$ cat config.mk
export PLATFORM = sky130hd
export DESIGN_NAME = ber_tlv_stream_parser_unit
export DESIGN_NICKNAME = d
export VERILOG_FILES = /design/src/rtl/btlv_pkg.sv /design/src/rtl/ber_tlv_stream_parser_unit.sv /design/src/rtl/btlv_front.sv /design/src/rtl/btlv_queue.sv
export VERILOG_INCLUDE_DIRS = /design/src /design/src/rtl
export SDC_FILE = /design/constraint.sdc
export NUM_CORES = 1
export LEC_CHECK = 0
export CAP_MARGIN = 20
export CORE_AREA = 8 8 139 167
export CTS_CLUSTER_SIZE = 30
export DETAILED_ROUTE_END_ITERATION = 10
export DIE_AREA = 0 0 147 175
export DONT_BUFFER_PORTS = 1
export PLACE_DENSITY = 0.75
export SLEW_MARGIN = 25
export SYNTH_ARGS = -nofsm -noshare
export SYNTH_HDL_FRONTEND = slang
export SYNTH_SLANG_ARGS = --single-unit
$ cat constraint.sdc
create_clock -name clk_i -period 10.9 [get_ports clk_i]
set_input_delay 1.635 -clock clk_i [delete_from_list [all_inputs] [get_ports clk_i]]
set_output_delay 1.635 -clock clk_i [all_outputs]
set_load 0.005 [all_outputs]
$ cat src/rtl/ber_tlv_stream_parser_unit_macros.svh
// Assertion macros shared by the parser RTL.
`ifndef BER_TLV_STREAM_PARSER_UNIT_MACROS_SVH
`define BER_TLV_STREAM_PARSER_UNIT_MACROS_SVH

// Check a property on every clock edge outside reset.
`define BTLV_ASSERT(lbl, prop, msg) \
  lbl: assert property (@(posedge clk_i) disable iff (!rst_ni) (prop)) else $error(msg);

// Check a property on every clock edge, reset included.
`define BTLV_ASSERT_ALWAYS(lbl, prop, msg) \
  lbl: assert property (@(posedge clk_i) (prop)) else $error(msg);

`endif

$ cat src/rtl/btlv_pkg.sv
package btlv_pkg;

  localparam int unsigned WordW = 32;
  localparam int unsigned ByteW = 8;

  localparam logic [4:0] TagLowMask  = 5'h1f;
  localparam logic [7:0] IndefLength = 8'h80;

  typedef enum logic [2:0] {
    PH_IDENT = 3'd0,
    PH_TAGX  = 3'd1,
    PH_LEN0  = 3'd2,
    PH_LENX  = 3'd3,
    PH_VALUE = 3'd4,
    PH_DRAIN = 3'd5
  } phase_e;

  typedef enum logic [1:0] {
    KIND_HEADER = 2'd0,
    KIND_VALUE  = 2'd1,
    KIND_ERROR  = 2'd2
  } kind_e;

  typedef enum logic [1:0] {
    ERR_NONE      = 2'd0,
    ERR_INDEF     = 2'd1,
    ERR_TOO_WIDE  = 2'd2,
    ERR_TRUNCATED = 2'd3
  } err_e;

  typedef struct packed {
    kind_e             kind;
    logic [WordW-1:0]  tag_number;
    logic [2:0]        class_flags;
    logic [WordW-1:0]  value_length;
    logic [ByteW-1:0]  value_byte;
    logic              last_value;
    err_e              error_code;
  } result_t;

endpackage

$ cat src/rtl/ber_tlv_stream_parser_unit.sv
// BER TLV stream parser.
// Input channel: one encoded byte per transaction on byte_in_i, with
// end_of_buffer_i set on the final byte of a buffer (in_valid_i / in_stall_o).
// Output channel: at most one result per input byte (out_valid_o / out_stall_i):
// kind_o 0 is a complete header (tag_number_o, class_flags_o, value_length_o),
// 1 a content byte (value_byte_o, last_value_o on the final one), 2 an error
// (error_code_o). Fields not used by a kind read as zero.
// Each byte is parsed in the cycle it is accepted; its result is registered
// in a two-entry queue that drives the outputs.
// Throughput is one byte per cycle while in_stall_o is low, as the parser
// state updates as each byte is accepted; header-only bytes produce no result.
// in_stall_o rises only when the queue holds two untaken results, so a
// stalled receiver backs up the input after two results.
// After an error, bytes up to and including the end-of-buffer byte are
// dropped. Reset empties the queue and returns the parser to expecting an
// identifier octet.
module ber_tlv_stream_parser_unit #(
  parameter int unsigned MAX_LENGTH_BYTES = 4
) (
  input  logic        clk_i,
  input  logic        rst_ni,
  input  logic        in_valid_i,
  output logic        in_stall_o,
  input  logic [7:0]  byte_in_i,
  input  logic        end_of_buffer_i,
  output logic        out_valid_o,
  input  logic        out_stall_i,
  output logic [1:0]  kind_o,
  output logic [31:0] tag_number_o,
  output logic [2:0]  class_flags_o,
  output logic [31:0] value_length_o,
  output logic [7:0]  value_byte_o,
  output logic        last_value_o,
  output logic [1:0]  error_code_o
);

  logic              take;
  logic              push;
  logic              full;
  btlv_pkg::result_t push_data;
  btlv_pkg::result_t out_data;

  assign in_stall_o = full;
  assign take       = in_valid_i && !full;

  btlv_front #(
    .MAX_LENGTH_BYTES(MAX_LENGTH_BYTES)
  ) u_front (
    .clk_i          (clk_i),
    .rst_ni         (rst_ni),
    .take_i         (take),
    .byte_in_i      (byte_in_i),
    .end_of_buffer_i(end_of_buffer_i),
    .push_o         (push),
    .res_o          (push_data)
  );

  btlv_queue u_queue (
    .clk_i      (clk_i),
    .rst_ni     (rst_ni),
    .push_i     (push),
    .push_data_i(push_data),
    .full_o     (full),
    .out_valid_o(out_valid_o),
    .out_stall_i(out_stall_i),
    .out_data_o (out_data)
  );

  assign kind_o         = out_data.kind;
  assign tag_number_o   = out_data.tag_number;
  assign class_flags_o  = out_data.class_flags;
  assign value_length_o = out_data.value_length;
  assign value_byte_o   = out_data.value_byte;
  assign last_value_o   = out_data.last_value;
  assign error_code_o   = out_data.error_code;

endmodule

$ cat src/rtl/btlv_front.sv
`include "ber_tlv_stream_parser_unit_macros.svh"

module btlv_front #(
  parameter int unsigned MAX_LENGTH_BYTES = 4
) (
  input  logic                    clk_i,
  input  logic                    rst_ni,
  input  logic                    take_i,
  input  logic [7:0]              byte_in_i,
  input  logic                    end_of_buffer_i,
  output logic                    push_o,
  output btlv_pkg::result_t       res_o
);

  localparam int unsigned LbW = $clog2(MAX_LENGTH_BYTES + 1);

  btlv_pkg::phase_e                 phase_q, phase_d;
  logic [btlv_pkg::WordW-1:0]       tag_q, tag_d;
  logic [2:0]                       flags_q, flags_d;
  logic [btlv_pkg::WordW-1:0]       len_q, len_d;
  logic [LbW-1:0]                   lbl_q, lbl_d;
  logic [btlv_pkg::WordW-1:0]       vbl_q, vbl_d;

  logic [btlv_pkg::WordW-1:0]       hdr_len;
  logic [btlv_pkg::WordW-1:0]       vbl_dec;
  logic [LbW-1:0]                   lbl_dec;
  logic                             hdr_fire;
  logic                             err_fire;
  btlv_pkg::err_e                   err_code;

  always_ff @(posedge clk_i or negedge rst_ni) begin
    if (!rst_ni) begin
      phase_q <= btlv_pkg::PH_IDENT;
      tag_q   <= '0;
      flags_q <= '0;
      len_q   <= '0;
      lbl_q   <= '0;
      vbl_q   <= '0;
    end else begin
      phase_q <= phase_d;
      tag_q   <= tag_d;
      flags_q <= flags_d;
      len_q   <= len_d;
      lbl_q   <= lbl_d;
      vbl_q   <= vbl_d;
    end
  end

  assign lbl_dec = (lbl_q != '0) ? lbl_q - LbW'(1) : lbl_q;
  assign vbl_dec = (vbl_q != '0) ? vbl_q - btlv_pkg::WordW'(1) : vbl_q;
  assign hdr_len = (phase_q == btlv_pkg::PH_LEN0) ?
                   {{(btlv_pkg::WordW-8){1'b0}}, byte_in_i} :
                   {len_q[btlv_pkg::WordW-9:0], byte_in_i};

  always_comb begin
    phase_d  = phase_q;
    tag_d    = tag_q;
    flags_d  = flags_q;
    len_d    = len_q;
    lbl_d    = lbl_q;
    vbl_d    = vbl_q;
    push_o   = 1'b0;
    res_o    = '0;
    hdr_fire = 1'b0;
    err_fire = 1'b0;
    err_code = btlv_pkg::ERR_TRUNCATED;

    if (take_i) begin
      case (phase_q)
        btlv_pkg::PH_IDENT: begin
          flags_d = byte_in_i[7:5];
          len_d   = '0;
          if (byte_in_i[4:0] != btlv_pkg::TagLowMask) begin
            tag_d   = {{(btlv_pkg::WordW-5){1'b0}}, byte_in_i[4:0]};
            phase_d = btlv_pkg::PH_LEN0;
          end else begin
            tag_d   = '0;
            phase_d = btlv_pkg::PH_TAGX;
          end
          err_fire = end_of_buffer_i;
        end
        btlv_pkg::PH_TAGX: begin
          tag_d = {tag_q[btlv_pkg::WordW-8:0], byte_in_i[6:0]};
          if (!byte_in_i[7]) begin
            phase_d = btlv_pkg::PH_LEN0;
          end
          err_fire = end_of_buffer_i;
        end
        btlv_pkg::PH_LEN0: begin
          if (!byte_in_i[7]) begin
            len_d    = hdr_len;
            hdr_fire = 1'b1;
          end else if (byte_in_i == btlv_pkg::IndefLength) begin
            err_fire = 1'b1;
            err_code = btlv_pkg::ERR_INDEF;
          end else if (byte_in_i[6:0] > 7'(MAX_LENGTH_BYTES)) begin
            err_fire = 1'b1;
            err_code = btlv_pkg::ERR_TOO_WIDE;
          end else begin
            lbl_d    = LbW'(byte_in_i[6:0]);
            len_d    = '0;
            phase_d  = btlv_pkg::PH_LENX;
            err_fire = end_of_buffer_i;
          end
        end
        btlv_pkg::PH_LENX: begin
          len_d = hdr_len;
          lbl_d = lbl_dec;
          if (lbl_dec == '0) begin
            hdr_fire = 1'b1;
          end else begin
            err_fire = end_of_buffer_i;
          end
        end
        btlv_pkg::PH_VALUE: begin
          vbl_d = vbl_dec;
          if (end_of_buffer_i && vbl_dec != '0) begin
            err_fire = 1'b1;
          end else begin
            push_o           = 1'b1;
            res_o.kind       = btlv_pkg::KIND_VALUE;
            res_o.value_byte = byte_in_i;
            res_o.last_value = (vbl_dec == '0);
            if (vbl_dec == '0) begin
              phase_d = btlv_pkg::PH_IDENT;
            end
          end
        end
        btlv_pkg::PH_DRAIN: begin
          if (end_of_buffer_i) begin
            phase_d = btlv_pkg::PH_IDENT;
          end
        end
        default: begin
          phase_d = btlv_pkg::PH_IDENT;
        end
      endcase

      if (hdr_fire) begin
        if (end_of_buffer_i && hdr_len != '0) begin
          err_fire = 1'b1;
          err_code = btlv_pkg::ERR_TRUNCATED;
        end else begin
          push_o             = 1'b1;
          res_o.kind         = btlv_pkg::KIND_HEADER;
          res_o.tag_number   = tag_q;
          res_o.class_flags  = flags_q;
          res_o.value_length = hdr_len;
          vbl_d              = hdr_len;
          phase_d            = (hdr_len != '0) ? btlv_pkg::PH_VALUE : btlv_pkg::PH_IDENT;
        end
      end

      if (err_fire) begin
        push_o           = 1'b1;
        res_o            = '0;
        res_o.kind       = btlv_pkg::KIND_ERROR;
        res_o.error_code = err_code;
        phase_d          = end_of_buffer_i ? btlv_pkg::PH_IDENT : btlv_pkg::PH_DRAIN;
      end
    end
  end

  `BTLV_ASSERT(a_value_count_live, (phase_q == btlv_pkg::PH_VALUE) |-> (vbl_q != '0),
               "value phase with no bytes left")
  `BTLV_ASSERT(a_lenx_count_live, (phase_q == btlv_pkg::PH_LENX) |-> (lbl_q != '0),
               "length phase with no length bytes left")
  `BTLV_ASSERT(a_push_needs_take, push_o |-> take_i, "result without an accepted byte")

endmodule

$ cat src/rtl/btlv_queue.sv
`include "ber_tlv_stream_parser_unit_macros.svh"

module btlv_queue (
  input  logic               clk_i,
  input  logic               rst_ni,
  input  logic               push_i,
  input  btlv_pkg::result_t  push_data_i,
  output logic               full_o,
  output logic               out_valid_o,
  input  logic               out_stall_i,
  output btlv_pkg::result_t  out_data_o
);

  btlv_pkg::result_t mem_q [2];
  logic              wr_ptr_q;
  logic              rd_ptr_q;
  logic [1:0]        cnt_q, cnt_d;
  logic              pop;

  assign pop         = out_valid_o && !out_stall_i;
  assign out_valid_o = (cnt_q != 2'd0);
  assign full_o      = (cnt_q == 2'd2);
  assign out_data_o  = mem_q[rd_ptr_q];

  always_comb begin
    cnt_d = cnt_q;
    case ({push_i, pop})
      2'b10:   cnt_d = cnt_q + 2'd1;
      2'b01:   cnt_d = cnt_q - 2'd1;
      default: cnt_d = cnt_q;
    endcase
  end

  always_ff @(posedge clk_i or negedge rst_ni) begin
    if (!rst_ni) begin
      wr_ptr_q <= 1'b0;
      rd_ptr_q <= 1'b0;
      cnt_q    <= 2'd0;
    end else begin
      cnt_q <= cnt_d;
      if (push_i) begin
        wr_ptr_q <= ~wr_ptr_q;
      end
      if (pop) begin
        rd_ptr_q <= ~rd_ptr_q;
      end
    end
  end

  always_ff @(posedge clk_i) begin
    if (push_i) begin
      mem_q[wr_ptr_q] <= push_data_i;
    end
  end

  `BTLV_ASSERT_ALWAYS(a_cnt_bound, !rst_ni || (cnt_q != 2'd3), "queue count out of range")
  `BTLV_ASSERT(a_no_push_full, push_i |-> !full_o, "push into full queue")
  `BTLV_ASSERT(a_pop_drains, (pop && !push_i) |=> (cnt_q == $past(cnt_q) - 2'd1), "pop lost")

endmodule

==> results of run 1 <==
==> worst max-delay path, stage by stage (launching register included) <==
cell and delay [ns]:
dfrtp_1 0.44, inv_1 0.12, ha_1 0.26, nor3b_1 0.42
nand4b_1 0.61, nor4_1 0.51, mux2i_1 0.31, or4b_1 0.45
or4_4 0.58, nor4_2 0.47, nor3_1 0.14
==> per-layer routing <==
| layer | GRT usage | routed length [um] | vias up |
|---|---|---|---|
| met2 | 0.418 | 16100 | 268 |
| li1 | - | - | 3738 |
| met5 | 0 | 0 | - |
| met1 | 0.266 | 11300 | 4143 |
| met4 | 0.0937 | 1080 | 0 |
| met3 | 0.0334 | 1440 | 73 |
==> final timing paths <==
| path | endpoint | slack (ns) | cells past startpoint |
|---|---|---|---|
| min in group asynchronous | u_front.vbl_q[4]$_DFFE_PN0P_ | 0.79 | 0 |
| worst min-delay path | u_queue.cnt_q[1]$_DFFE_PN0P_ | 0.50 | 1 |
| max in group asynchronous | u_queue.rd_ptr_q$_DFFE_PN0P_ | 9.87 | 0 |
| worst min register to register | u_queue.cnt_q[1]$_DFFE_PN0P_ | 0.50 | 1 |
| worst max-delay path | u_queue.mem_q[0][0]$_DFFE_PP_ | 6.32 | 10 |
| worst max register to register | u_queue.mem_q[0][0]$_DFFE_PP_ | 6.32 | 10 |
==> where the power goes <==
part / internal (mW) / switching (mW) / total, mW
clock: 0.467 / 0.377 / 0.844
combinational: 0.458 / 0.671 / 1.13
sequential: 1.36 / 0.292 / 1.65
total: 2.28 / 1.34 / 3.62
==> registers in the layout, summed over array words and instances (netlist names) <==
name              cells
u_front.vbl_q        32
u_queue.rd_ptr_q      1
u_queue.mem_q       160
u_front.len_q        24
u_front.flags_q       3
u_queue.cnt_q         2
u_queue.wr_ptr_q      1
u_front.lbl_q         3
u_front.tag_q        32
u_front.phase_q       3
==> synth_stat cells, drive strengths merged (2+ instances only) <==
cell / n
edfxtp: 160
dfrtp: 101
nand2: 98
mux2: 84
and3: 68
clkbuf: 66
nor2: 58
o21ai: 54
a21oi: 40
a22o: 33
nor3: 29
nor4: 19
inv: 18
o22a: 18
nand3: 15
a22oi: 12
nor2b: 10
or3: 10
nand4: 8
o31ai: 8
xnor2: 8
nand2b: 7
a31oi: 6
a32oi: 6
ha: 5
or4: 5
a2111oi: 4
o2bb2ai: 4
a211oi: 3
a32o: 3
and2: 3
buf: 3
mux2i: 3
or2: 3
or3b: 3
xor2: 3
a21o: 2
and4: 2
nor4b: 2
o211ai: 2
o21a: 2
o22ai: 2
o41ai: 2
==> through the flow <==
stage,util,hold slack [ns],cells
global route,0.642,0.528,1272
finish,0.642,0.499,1272
global placement,0.598,0.471,1220
floorplan,-,0.456,1007
CTS,0.641,0.504,1271
detailed placement,0.602,0.495,1223
==> cells by family after synthesis <==
family,share of synthesized area
compound gates,0.121
flops,0.605
simple gates,0.153
fa+ha+maj,0.00516
buf+inv,0.0272
mux,0.0806
xor+xnor,0.00795
==> final cells by class <==
cell class	instances	area [um2]
clock buffers	32	673
repair buffers	16	200
inverters	18	67.6
multi-input cells	659	4490
well taps	270	338
flip-flops and latches	261	7340
fillers	1557	7380
clock inverters	16	126
==> reports/metrics.cfg, run 1 <==
[status]
status=complete, no violations

[timing]
clock_skew_ns=0.0179
fmax_ghz=0.218
worst_pin_slew_ns=0.938
drv_slew=0
fin_crit_sh=0.420
hold_violations=0
fin_crit_ns=4.58
maxSlewHeadroom=0.369
rsz0062_at_grt=no
setup_viol=0
finalSetupTns_ns=0
setup_slack_ns=6.32

[placed_design]
gp_congestion=0.908
post-place-ws_ns=6.23
io_buffers=0
dpl-instance-area_mm2=0.0124
dp_hpwl_um=20200

[clocking]
clkLatencyLatePin_ns=0.54
clkTransAtPathRegs_ns=0.06
root_buffer=clkbuf_16
cts_tree=built
numClockSinks=261
clk_path_buf_depth=3
htreeDepth=1
holdBufCountCts=0
postCtsSetupRepairBufs=0
cts_resized=0
cts_buffers=26

[setup_path]
startpoint=u_front.vbl_q[0]$_DFFE_PN0P_
reg2reg_from=u_front.vbl_q[0]$_DFFE_PN0P_
start_kind=flip-flop
cp.required_ns=11.17
cp.arrival_ns=4.85
worst-path-max-fanout=14
end_kind=flip-flop
path_class=flip-flop to flip-flop

[routing]
drc_errors=0
dr.pass1.iters=5
vias=8222
postRouteAntennaNets=0
drt_wl_total_um=29900
wl_per_cell_um=23.5
dr.first_iter.drc_count=641
via_per_inst=6.46

[synth]
netlist.area_leader.share=0.397
syn-cell-area_mm2=0.0121
synth_flop_cell=edfxtp_1
seq_area_frac_synth=0.605
synth_top_area_cell=edfxtp_1
syn-num-nets=1025
ys.warnings.count=0
synth_seq_cells=261
synth.distinct_cells=73
async_flop_share=0.387
syn_avg_cell_area_um2=12.0
synth_cells=1007
synth_edf_count=160
synthTopCellsByArea=edfxtp_1 (40%), dfrtp_1 (21%), mux2_2 (7.8%)

[power_and_ir_drop]
vdd_ir_drop_max_v=0.000223
p_per_area_mw_per_mm2=274
p_total_mw=3.62
leakage_nw=4.94

[layout]
final_common_cell=edfxtp_1
layout_common_cells=edfxtp_1 (160), dfrtp_1 (100), nand2_1 (98)
antennaDiodeCount=0
syn_to_final_growth_pct=9.21
fin_area_mm2=0.0132
nNetsFinal=1000
drive_gt1_frac=0.174

[worst_hold_path]
worstHoldStart=u_queue.cnt_q[1]$_DFFE_PN0P_
hold_class=flip-flop to flip-flop

[die]
die_h_um=175
start_util=0.588
io_pins=95
rows=58
core_mm2=0.0206
dieArea_mm2=0.0257
die_w_um=147

[global_route]
grt_pass1_wl_um=46800
gr-usage-all-layers=0.230
grt_max_degree=102
grt.overflow.total=0
grt_pass1_vias=8225
antenna_found_initial=0

[job]
maxCapViolations=0

Note: power is estimated with default switching activity, not from simulation.
==> run 2: changes to the inputs <==
--- a/config.mk
+++ b/config.mk
@@ -7,12 +7,12 @@
 export NUM_CORES = 1
 export LEC_CHECK = 0
 export CAP_MARGIN = 20
-export CORE_AREA = 8 8 139 167
+export CORE_AREA = 8 8 141 170
 export CTS_CLUSTER_SIZE = 30
 export DETAILED_ROUTE_END_ITERATION = 10
-export DIE_AREA = 0 0 147 175
+export DIE_AREA = 0 0 149 178
 export DONT_BUFFER_PORTS = 1
-export PLACE_DENSITY = 0.75
+export PLACE_DENSITY = 0.76
 export SLEW_MARGIN = 25
 export SYNTH_ARGS = -nofsm -noshare
 export SYNTH_HDL_FRONTEND = slang
==> constraint.sdc (replaced) <==
create_clock -name clk_i -period 3.98 [get_ports clk_i]
set_input_delay 0.597 -clock clk_i [delete_from_list [all_inputs] [get_ports clk_i]]
set_output_delay 0.597 -clock clk_i [all_outputs]
set_load 0.005 [all_outputs]
==> reports/metrics.cfg, run 2 (same netlist as run 1, synthesis figures left out) <==
[status]
status=finished with violations
violations=hold timing

[die]
rows=59
dieArea_mm2=0.0265
core_mm2=0.0213
io_pins=95
die_w_um=149
die_h_um=178
start_util=0.570

[clocking]
htreeDepth=1
clkTransAtPathRegs_ns=0.06
cts_tree=built
clkLatencyLatePin_ns=0.54
clk_path_buf_depth=3
postCtsSetupRepairBufs=0
numClockSinks=261
root_buffer=clkbuf_16
cts_buffers=26

[layout]
syn_to_final_growth_pct=10.8
drive_gt1_frac=0.193
antennaDiodeCount=0
largestRegisters=u_queue.mem_q x160, u_front.tag_q x32, u_front.vbl_q x32
nNetsFinal=1020
final_common_cell=edfxtp_1
final_cells=1296
layout_common_cells=edfxtp_1 (160), dfrtp_1 (100), nand2_1 (98)
largest_reg_flops=160
max_flop_register=u_queue.mem_q

[timing]
hold_violations=14
worst_pin_slew_ns=0.871
finalSetupTns_ns=0
drv_slew=0
fin_crit_ns=3.77
setup_viol=0
rsz0062_at_grt=no
setup_slack_ns=0.210
clock_skew_ns=0.0134
fin_crit_sh=0.947
maxSlewHeadroom=0.415
holdWs_ns=-0.0108
fmax_ghz=0.265

[setup_path]
path_class=flip-flop to flip-flop
r2r_slack_ns=0.21
cp.arrival_ns=4.16
critPathSlowestCell=or4_4
r2r_cells=10
cp.required_ns=4.37
worst-path-max-fanout=9
end_kind=flip-flop
max_stage_delay_ns=0.60
start_kind=flip-flop
cp_cell_sequence=inv_1, ha_1, or3b_1, nor4b_4, nand3_2, and3_1, or4b_1, or4_4, o32a_4, nor2b_2

[placed_design]
dp_hpwl_um=20000
gp_congestion=0.946
post-place-ws_ns=0.169
dp.cells=1247
io_buffers=0

[global_route]
use_met1=0.267
top_usage_layer=met2
use_met3=0.0317
grt_util_met2=0.395
gr-usage-all-layers=0.222
grt_pass1_vias=8275
grt_pass1_wl_um=46400
grt_max_degree=102
grt.overflow.total=0
antenna_found_initial=0

[power_and_ir_drop]
intPower_mw=6.37
p_total_mw=10.0
power_frac_seq=0.444
leakage_nw=5.07
p_sw_mw=3.66
p_clk_frac=0.242
p_comb_frac=0.314
vdd_ir_drop_max_v=0.000572
switching_share=0.365
p_per_area_mw_per_mm2=748

[routing]
dr.first_iter.drc_count=603
dr.pass1.iters=5
vias=8313
drt_wl_total_um=30000
drc_errors=0
via_per_inst=6.41
postRouteAntennaNets=0
wl_per_cell_um=23.2

[worst_hold_path]
hold_class=primary input to async pin

[job]
maxCapViolations=0

[run 2: cell count changes in the layout (fill, tap and decap cells not counted), sizes merged]
cell and delta:
buf +20, clkinvlp -2, inv +2, bufinv +1
clkinv -1
[run 2: what timing repair did]
action                     4_1_cts  5_1_grt
setup endpoints to repair        0       10
hold buffers                     1        0
gates resized for setup          0        2
hold endpoints to repair       101        0
[run 2: path summary, 6_finish.rpt]
path,start,end
min in group clk_i,end_of_buffer_i,u_front.phase_q[2]$_DFFE_PN0P_
max in group asynchronous,rst_ni,u_queue.rd_ptr_q$_DFFE_PN0P_
min,rst_ni,u_front.len_q[17]$_DFFE_PN0P_
min reg2reg,u_queue.cnt_q[1]$_DFFE_PN0P_,u_queue.cnt_q[1]$_DFFE_PN0P_
max reg2reg,u_front.vbl_q[0]$_DFFE_PN0P_,u_queue.mem_q[0][4]$_DFFE_PP_
max,u_front.vbl_q[0]$_DFFE_PN0P_,u_queue.mem_q[0][4]$_DFFE_PP_
[run 2: power by group through the flow]
stage	Combinational (mW)	Sequential, mW	Clock, mW
finish	3.15	4.45	2.43
global placement	3.09	4.45	0
CTS	3.17	4.44	2.45
global route	3.45	4.54	2.56
detailed placement	3.12	4.48	0
floorplan	2.41	4.17	0
[run 2: per-layer routing]
layer | share of wire | vias to the layer above
li1 | - | 3787
met2 | 0.52 | 312
met5 | 0 | -
met1 | 0.38 | 4146
met4 | 0.036 | 0
met3 | 0.063 | 68
[run 2: critical path: cells and delay by family (launching register included)]
family | cells | cell delay, ns
AND/OR/NAND/NOR | 7 | 2.34
adder cells (fa/ha/maj) | 1 | 0.25
AO/OA/AOI/OAI | 1 | 0.46
flip-flops | 1 | 0.44
buffers and inverters | 1 | 0.13
[run 2: area by class of cell]
cell class                 instances  area, um2
multi-input combinational        659       4500
inverter                          18       67.6
tap                              274        343
clock buffer                      32        693
timing repair buffer              36        328
fill                            1651       7840
clock inverter                    16        156
sequential                       261       7340
[run 2: metrics by stage]
step	util	hold WS, ns	area (um2)
6_report	0.631	-0.0108	13400
5_1_grt	0.631	0.0135	13400
4_1_cts	0.631	0.0112	13400
3_5_place_dp	0.589	0.306	12500
3_3_place_gp	0.589	0.306	12500
2_1_floorplan	-	0.301	12100
